==> config.mk <==
export PLATFORM = sky130hd
export DESIGN_NAME = oal_cell
export DESIGN_NICKNAME = d
export VERILOG_FILES = /design/src/rtl/core/oal_pkg.sv /design/src/rtl/core/oal_cell.sv
export SDC_FILE = /design/constraint.sdc
export NUM_CORES = 1
export LEC_CHECK = 0
export BUFFER_PORTS_ARGS = -buffer_cell sky130_fd_sc_hd__buf_2
export CAP_MARGIN = 0
export CORE_MARGIN = 10
export CORE_UTILIZATION = 45
export DETAILED_ROUTE_END_ITERATION = 8
export GPL_ROUTABILITY_DRIVEN = 0
export PLACE_DENSITY = 0.9
export SYNTH_ARGS = -nofsm -noshare
export SYNTH_HDL_FRONTEND = slang
export SYNTH_SLANG_ARGS = --single-unit
export TNS_END_PERCENT = 20
==> constraint.sdc <==
create_clock -name clk -period 5.5 [get_ports clk]
set_clock_uncertainty 0.1 [all_clocks]
set_input_delay 1.1 -clock clk [delete_from_list [all_inputs] [get_ports clk]]
set_output_delay 1.1 -clock clk [all_outputs]
set_load 0.03 [all_outputs]
==> src/rtl/core/oal_pkg.sv <==
// ----------------------------------------------------------------------------
// oal_pkg
// Shared widths, request codes and the command broadcast to the list cells.
// ----------------------------------------------------------------------------
package oal_pkg;

	localparam int KIND_W = 2;
	localparam int POS_W  = 6;
	localparam int VAL_W  = 32;
	localparam int CNT_W  = 7;

	typedef enum logic [KIND_W-1:0] {
		KIND_READ   = 2'd0,
		KIND_LOCATE = 2'd1,
		KIND_INSERT = 2'd2,
		KIND_DELETE = 2'd3
	} kind_t;

	// Command seen by every cell in the cycle a request transfers.
	// ins is only set for an insert that fits and del only for an in-range delete.
	typedef struct packed {
		logic                    ins;
		logic                    del;
		logic [POS_W-1:0]        pos;
		logic signed [VAL_W-1:0] value;
	} cmd_t;

endpackage

==> src/rtl/core/oal_cell.sv <==
// ----------------------------------------------------------------------------
// oal_cell
// One list slot: loads, shifts up from its left neighbor or down from its
// right neighbor, and compares its word against the broadcast key.
// ----------------------------------------------------------------------------
module oal_cell #(
	parameter int CAPACITY = 64,
	parameter int IDX      = 0
) (
	input  logic                             clk,
	input  oal_pkg::cmd_t                    cmd,
	input  logic signed [oal_pkg::VAL_W-1:0] left,
	input  logic signed [oal_pkg::VAL_W-1:0] right,
	output logic signed [oal_pkg::VAL_W-1:0] slot,
	output logic                             match
);
	localparam int AW = ($clog2(CAPACITY) > oal_pkg::POS_W) ? $clog2(CAPACITY)
		: oal_pkg::POS_W;
	localparam logic [AW-1:0] MY_IDX = AW'(IDX);

	logic signed [oal_pkg::VAL_W-1:0] slot_q;
	logic [AW-1:0]                    pos_w;

	assign pos_w = AW'(cmd.pos);

	always_ff @(posedge clk) begin
		if (cmd.ins) begin
			if (MY_IDX == pos_w) begin
				slot_q <= cmd.value;
			end else if (MY_IDX > pos_w) begin
				slot_q <= left;
			end
		end else if (cmd.del && MY_IDX >= pos_w) begin
			slot_q <= right;
		end
	end

	assign slot  = slot_q;
	assign match = (slot_q == cmd.value);
endmodule

==> results of run 1 <==
==> critical path, stage by stage <==
cell and delay, ns:
sky130_fd_sc_hd__buf_2 0.11, sky130_fd_sc_hd__xor2_1 0.15, sky130_fd_sc_hd__nor4_1 0.44, sky130_fd_sc_hd__nand4_1 0.16, sky130_fd_sc_hd__nor2_1 0.13, sky130_fd_sc_hd__buf_2 0.21
==> per-layer routing <==
layer | share of wire [%] | up-vias | wire length, um
li1 | - | 1037 | -
met3 | 9.3 | 4 | 634
met5 | 0 | - | 0
met2 | 50 | 96 | 3370
met1 | 41 | 975 | 2750
met4 | 0.53 | 0 | 36
==> logic make-up after synthesis <==
family                    Yosys count
buffers and inverters              14
AOI/OAI and AO/OA                  32
DFF                                32
and+or+nand+nor                   113
xor gates and xnor gates           32
==> metrics by stage <==
step                area (um2)  hold WS, ns  util (%)
CTS                       2740         1.06      63.3
global placement          2670         1.34      61.7
floorplan                 1990         1.25         -
detailed placement        2670         1.35      61.7
finish                    2740         1.07      63.3
global route              2740         1.07      63.3
==> synthesized netlist by cell type, drive strengths merged <==
master,count,area [um2]
buf,3,45.0
clkbuf,11,45.1
nor4,9,62.6
nand2,65,244
nor2,36,135
edfxtp,32,961
nand4,2,12.5
a31oi,32,200
xor2,32,280
and2,1,6.26
==> placed cells by master (no fill, tap or decap), drive strengths merged <==
cell type,count
xor2,32
buf,138
nand2,65
edfxtp,32
nor4,9
nand4,2
nor2,36
a31oi,32
clkbuf,5
and2,1
==> final cells by class <==
class | count | share of cell area (%)
Clock buffer | 5 | 2.51
Multi-Input combinational cell | 177 | 34.7
Sequential cell | 32 | 35.1
Timing Repair Buffer | 138 | 25.3
Tap cell | 52 | 2.38
==> worst max-delay path by stage <==
stage	start	endpoint	depth (start not counted)
global placement	cmd[35]	slot[19]	4
detailed placement	cmd[35]	slot[19]	4
floorplan	cmd[35]	slot[0]	4
global route	cmd[35]	slot[1]	4
CTS	cmd[31]	match	6
finish	cmd[31]	match	6
==> power by group through the flow <==
stage | sequential (mW) | combinational [mW] | clock [mW]
final | 0.275 | 0.0955 | 0.154
after floorplan | 0.284 | 0.0388 | 0
after CTS | 0.275 | 0.0963 | 0.158
after global routing | 0.275 | 0.106 | 0.169
after global placement | 0.280 | 0.0920 | 0
after detailed placement | 0.280 | 0.0962 | 0
==> impl_metrics.csv, run 1 <==
group,metric,value,unit
run_status,status,"complete, no violations",
sta,setup_repair_after_global_routing_missed_its_margin,"false",
clocking,path_clk_slew,0.06,ns
drt,detail_route.vias_per_cell,5.23,
layout,flow.area_growth_from_synthesis,37.4,%
critical_path,cp.arrival,2.31,ns
die,die_w,86.5,um
clocking,cts-root-buf,"sky130_fd_sc_hd__clkbuf_8",
yosys,synth-seq-cells,32,
die,core_area,4320,um2
grt,pin_count_of_the_biggest_net_entering_global_routing,66,
clocking,clkSinkCount,32,
yosys,synth_warn,0,
clocking,post_cts_buffers,0,
sta,finalWorstSetupSlack,1.99,ns
layout,total_number_of_nets_in_the_final_design,459,
power,clock_power_share,29.4,%
yosys,post_synth_mux_area_share,0,%
yosys,synthCells,223,
die,die_area,7490,um2
power,comb_pwr_share,18.2,%
critical_path,worstPathMaxFanout,2,
grt,grt.total_usage,16.9,%
hold_path,start_point_of_the_worst_min_delay_path,"right[17]",
critical_path,cp.required,4.30,ns
sta,slew_violations,0,
grt,grt_remaining_overflow,0,
yosys,syn_nets,328,
die,fp-row-count,24,
clocking,htree_levels,2,
critical_path,critical_path_capture_point_type,"primary output",
yosys,synth_compound_area_share,10.1,%
power,vdd.ir_drop.worst,102,uV
power,power_leakage,1.28,nW
placed_design,place.port_buffers,137,
placed_design,numPlacedInstances,399,
grt,antenna_found_initial,0,
clocking,cts_repair_resize_count,0,
power,internal_power,0.401,mW
layout,sequential_cell_area,961,um2
clocking,cts_buffers,5,
grt,grt_use_met1,19.3,%
placed_design,detailedPlacementHpwl,5450,um
die,die_h,86.5,um
layout,final_layout_size_suffix_gt1_share,41.2,%
power,seqPwrFrac,52.4,%
sta,finalCritPeriodShare,63.7,%
yosys,synth_simple_gate_area_share,23.1,%
yosys,netlist-cell-type-count,12,
sta,maxSlewHeadroom,19.0,%
sta,worst_pin_slew,1.21,ns
yosys,syn-cell-area,1990,um2
grt,first_global_vias,2196,
clocking,cts_buffer_depth,2,
grt,grt-busiest-layer,"met2",
yosys,synth_top_family_by_area,"simple AND/OR/NAND/NOR gates",
layout,antenna-diode-count,0,
grt,global_routing_met2_resource_utilization,29.0,%
power,power.share.switching,23.5,%
power,power,0.524,mW
layout,largest_reg_flops,32,
die,start_util,46.1,%
yosys,synth_area_per_cell,8.93,um2
drt,drtPass1Iterations,4,
layout,final-instance-count-excl-fill,404,
die,io_pins,138,
drt,drc_errors,0,
drt,drt-initial-drc-count,143,
layout,multi_input_area,948,um2
hold_path,hold-path-endpoint,"slot[17]",
drt,drtAntennaViolNets,0,
yosys,synth_adder_area_share,0,%
sta,hold_viol_final,0,
clocking,postCtsHoldBufs,0,
drt,avgRoutedWirePerCell,16.8,um
hold_path,min-delay-path-class,"input port to flip-flop",
power,power_switching,0.123,mW
sta,report.final.setup_viol,0,
drt,detailroute.via_count,2112,
power,pwr_density_cell,192,nW/um2
yosys,synth-xor-area-share,14.1,%
clocking,cts_tree,"done",
layout,fillCellCount,391,
grt,grt_pass1_wl,10300,um
hold_path,whs_path_depth,3,
drt,routed_wirelength,6790,um
critical_path,timing.setup.critical_path_class,"input port to primary output",
critical_path,critPathLaunchType,"input port",
grt,met3_usage,6.75,%
placed_design,post_place_worst_slack,1.78,ns
sta,achievable_freq,0.285,GHz
yosys,ys_seq_area_share,48.2,%
sta,finalSetupTns,0,ns
sta,minimum_clock_period,3.51,ns
job,maxCapViolCount,0,
Note: power is estimated with default switching activity, not from simulation.
==> run 2, diff against run 1 <==
--- a/config.mk
+++ b/config.mk
@@ -5,13 +5,14 @@
 export SDC_FILE = /design/constraint.sdc
 export NUM_CORES = 1
 export LEC_CHECK = 0
+export ABC_AREA = 1
 export BUFFER_PORTS_ARGS = -buffer_cell sky130_fd_sc_hd__buf_2
 export CAP_MARGIN = 0
 export CORE_MARGIN = 10
-export CORE_UTILIZATION = 45
+export CORE_UTILIZATION = 41
 export DETAILED_ROUTE_END_ITERATION = 8
 export GPL_ROUTABILITY_DRIVEN = 0
-export PLACE_DENSITY = 0.9
+export PLACE_DENSITY = 0.82
 export SYNTH_ARGS = -nofsm -noshare
 export SYNTH_HDL_FRONTEND = slang
 export SYNTH_SLANG_ARGS = --single-unit
==> constraint.sdc (replaced) <==
create_clock -name clk -period 3.2 [get_ports clk]
set_clock_uncertainty 0.1 [all_clocks]
set_input_delay 0.64 -clock clk [delete_from_list [all_inputs] [get_ports clk]]
set_output_delay 0.64 -clock clk [all_outputs]
set_load 0.03 [all_outputs]
==> run 2 against run 1 <==
Compared with the run above:
- routed wire length increased by 13%
- total power increased by 85%
- synthesized cell count increased by 74%
- area after synthesis increased by 27%
- worst setup slack got worse by 1.2 ns
- count of clock-buffer cells in the layout increased by 2
- clock power increased by 92%
- flip-flop and latch count unchanged
- critical path type unchanged
- critical endpoint unchanged
==> impl_metrics.csv, run 2 <==
group,metric,value,unit
clocking,cts_repair_resize_count,0,
die,start_util,42.4,%
clocking,post_cts_buffers,0,
clocking,cts_buffer_depth,2,
grt,first_global_vias,2770,
drt,detailroute.via_count,2765,
power,pwr_density_cell,293,nW/um2
sta,finalSetupTns,0,ns
clocking,postCtsHoldBufs,0,
layout,total_number_of_nets_in_the_final_design,627,
sta,maxSlewHeadroom,30.9,%
yosys,synth-seq-cells,32,
clocking,path_clk_slew,0.07,ns
yosys,netlist-cell-type-count,15,
layout,layout_commonest_cell,"sky130_fd_sc_hd__nand2_1",
critical_path,cp.arrival,1.68,ns
critical_path,critPathLaunchType,"input port",
yosys,postSynth.topFlopCell,"sky130_fd_sc_hd__edfxtp_1",
yosys,post_synth_main_area_contributors,"sky130_fd_sc_hd__edfxtp_1, sky130_fd_sc_hd__nand2_1, sky130_fd_sc_hd__inv_1",
layout,most-common-layout-cells,"sky130_fd_sc_hd__nand2_1, sky130_fd_sc_hd__buf_2, sky130_fd_sc_hd__inv_1",
drt,drtAntennaViolNets,0,
drt,detail_route.vias_per_cell,4.62,
yosys,post-synth-top-count-cell,"sky130_fd_sc_hd__nand2_1",
clocking,htree_levels,2,
grt,grt_pass1_wl,12400,um
yosys,syn_nets,493,
power,power,0.971,mW
drt,drtPass1Iterations,5,
grt,grt_remaining_overflow,0,
run_status,status,"complete, no violations",
layout,largest_reg_flops,32,
die,core_area,5960,um2
critical_path,worstPathMaxFanout,2,
die,die_w,98.4,um
grt,antenna_found_initial,0,
yosys,synth_top_cell_area_share,38.1,%
clocking,cts_buffers,5,
die,io_pins,138,
layout,multi_input_area,1240,um2
sta,finalCritPeriodShare,75.7,%
yosys,synth_enable_flop_cells,32,
clocking,cts-root-buf,"sky130_fd_sc_hd__clkbuf_8",
power,vdd.ir_drop.worst,174,uV
sta,achievable_freq,0.413,GHz
critical_path,crit_slowest_cell,"sky130_fd_sc_hd__buf_2",
grt,pin_count_of_the_biggest_net_entering_global_routing,62,
sta,worst_pin_slew,1.04,ns
placed_design,place.port_buffers,137,
placed_design,detailedPlacementHpwl,6180,um
drt,avgRoutedWirePerCell,12.8,um
clocking,clkSinkCount,32,
die,fp-row-count,28,
grt,grt.total_usage,15.1,%
layout,sequential_cell_area,961,um2
yosys,synth.largest_area_cell,"sky130_fd_sc_hd__edfxtp_1",
yosys,yosys-top-cells-count,"sky130_fd_sc_hd__nand2_1, sky130_fd_sc_hd__inv_1, sky130_fd_sc_hd__edfxtp_1",
hold_path,min-delay-path-class,"input port to flip-flop",
yosys,synthCells,388,
sta,hold_viol_final,0,
layout,fillCellCount,594,
job,maxCapViolCount,0,
die,die_area,9690,um2
sta,report.final.setup_viol,0,
sta,slew_violations,0,
critical_path,timing.setup.critical_path_class,"input port to primary output",
yosys,ys_seq_area_share,38.1,%
drt,drt-initial-drc-count,68,
sta,minimum_clock_period,2.42,ns
yosys,synth_warn,0,
die,die_h,98.4,um
critical_path,critical_path_capture_point_type,"primary output",
layout,final_layout_size_suffix_gt1_share,32.7,%
critical_path,critPathMostFrequentCell,"sky130_fd_sc_hd__nand2_1",
yosys,async_flop_share,0,%
critical_path,crit_chain,"buf_2 > inv_1 > nand2_1 > nand2_1 > nor2_1 > nand2_1 > nor2_1 > nand2_1 > nor2_1 > buf_2",
clocking,cts_tree,"done",
yosys,syn-cell-area,2520,um2
critical_path,worst_path_largest_cell_delay,0.21,ns
critical_path,cp.required,2.46,ns
layout,flow.area_growth_from_synthesis,31.5,%
yosys,synth_area_per_cell,6.50,um2
layout,fin_util,55.7,%
layout,antenna-diode-count,0,
drt,routed_wirelength,7670,um
power,power_leakage,1.97,nW
drt,drc_errors,0,
sta,setup_repair_after_global_routing_missed_its_margin,"false",
==> run 2: cells by family (layout without fill, tap and decap cells) <==
logic type / after synthesis / count (layout) / synth area share (%)
xor+xnor: 3 / 3 / 1.04
simple gates: 246 / 246 / 37.7
flops: 32 / 32 / 38.1
buf+inv: 72 / 207 / 13.0
compound gates: 35 / 35 / 10.1
==> run 2: layer usage <==
metal  wire length, um  track usage (%)  vias to the layer above
met5                 0                0                        -
met4               132             3.86                        0
met3               746             6.35                       15
met2              3760             27.3                      109
met1              3040             15.8                     1203
li1                  -                -                     1438
==> run 2: where the power goes <==
part	switching, mW	internal [mW]
Clock	0.144	0.151
Combinational	0.112	0.0917
Sequential	0.00263	0.469
Total	0.259	0.712
==> run 2: metrics by stage <==
stage | hold WS, ns | cell area [um2] | instances | setup slack (ns)
finish | 0.523 | 3320 | 598 | 0.777
global route | 0.528 | 3320 | 598 | 0.652
CTS | 0.516 | 3320 | 598 | 0.776
detailed placement | 0.813 | 3240 | 590 | 0.778
global placement | 0.808 | 3240 | 590 | 0.811
floorplan | 0.726 | 2520 | 388 | 0.162
==> run 2: worst paths after layout <==
check	slack, ns	cells past startpoint	end	startpoint
min	0.52	3	slot[22]	right[22]
max	0.78	10	match	cmd[17]
==> run 2: cell type report <==
type | instances | share of cell area [%]
flip-flops and latches | 32 | 29.0
clock buffers | 7 | 2.30
well taps | 75 | 2.83
multi-input cells | 284 | 37.4
repair buffers | 140 | 21.7
inverters | 59 | 6.68
clock inverters | 1 | 0.113
==> run 2: worst max-delay path, delay by kind of cell <==
| kind | cells | cell delay [ns] |
|---|---|---|
| buffers and inverters | 3 | 0.36 |
| and+or+nand+nor | 7 | 0.69 |
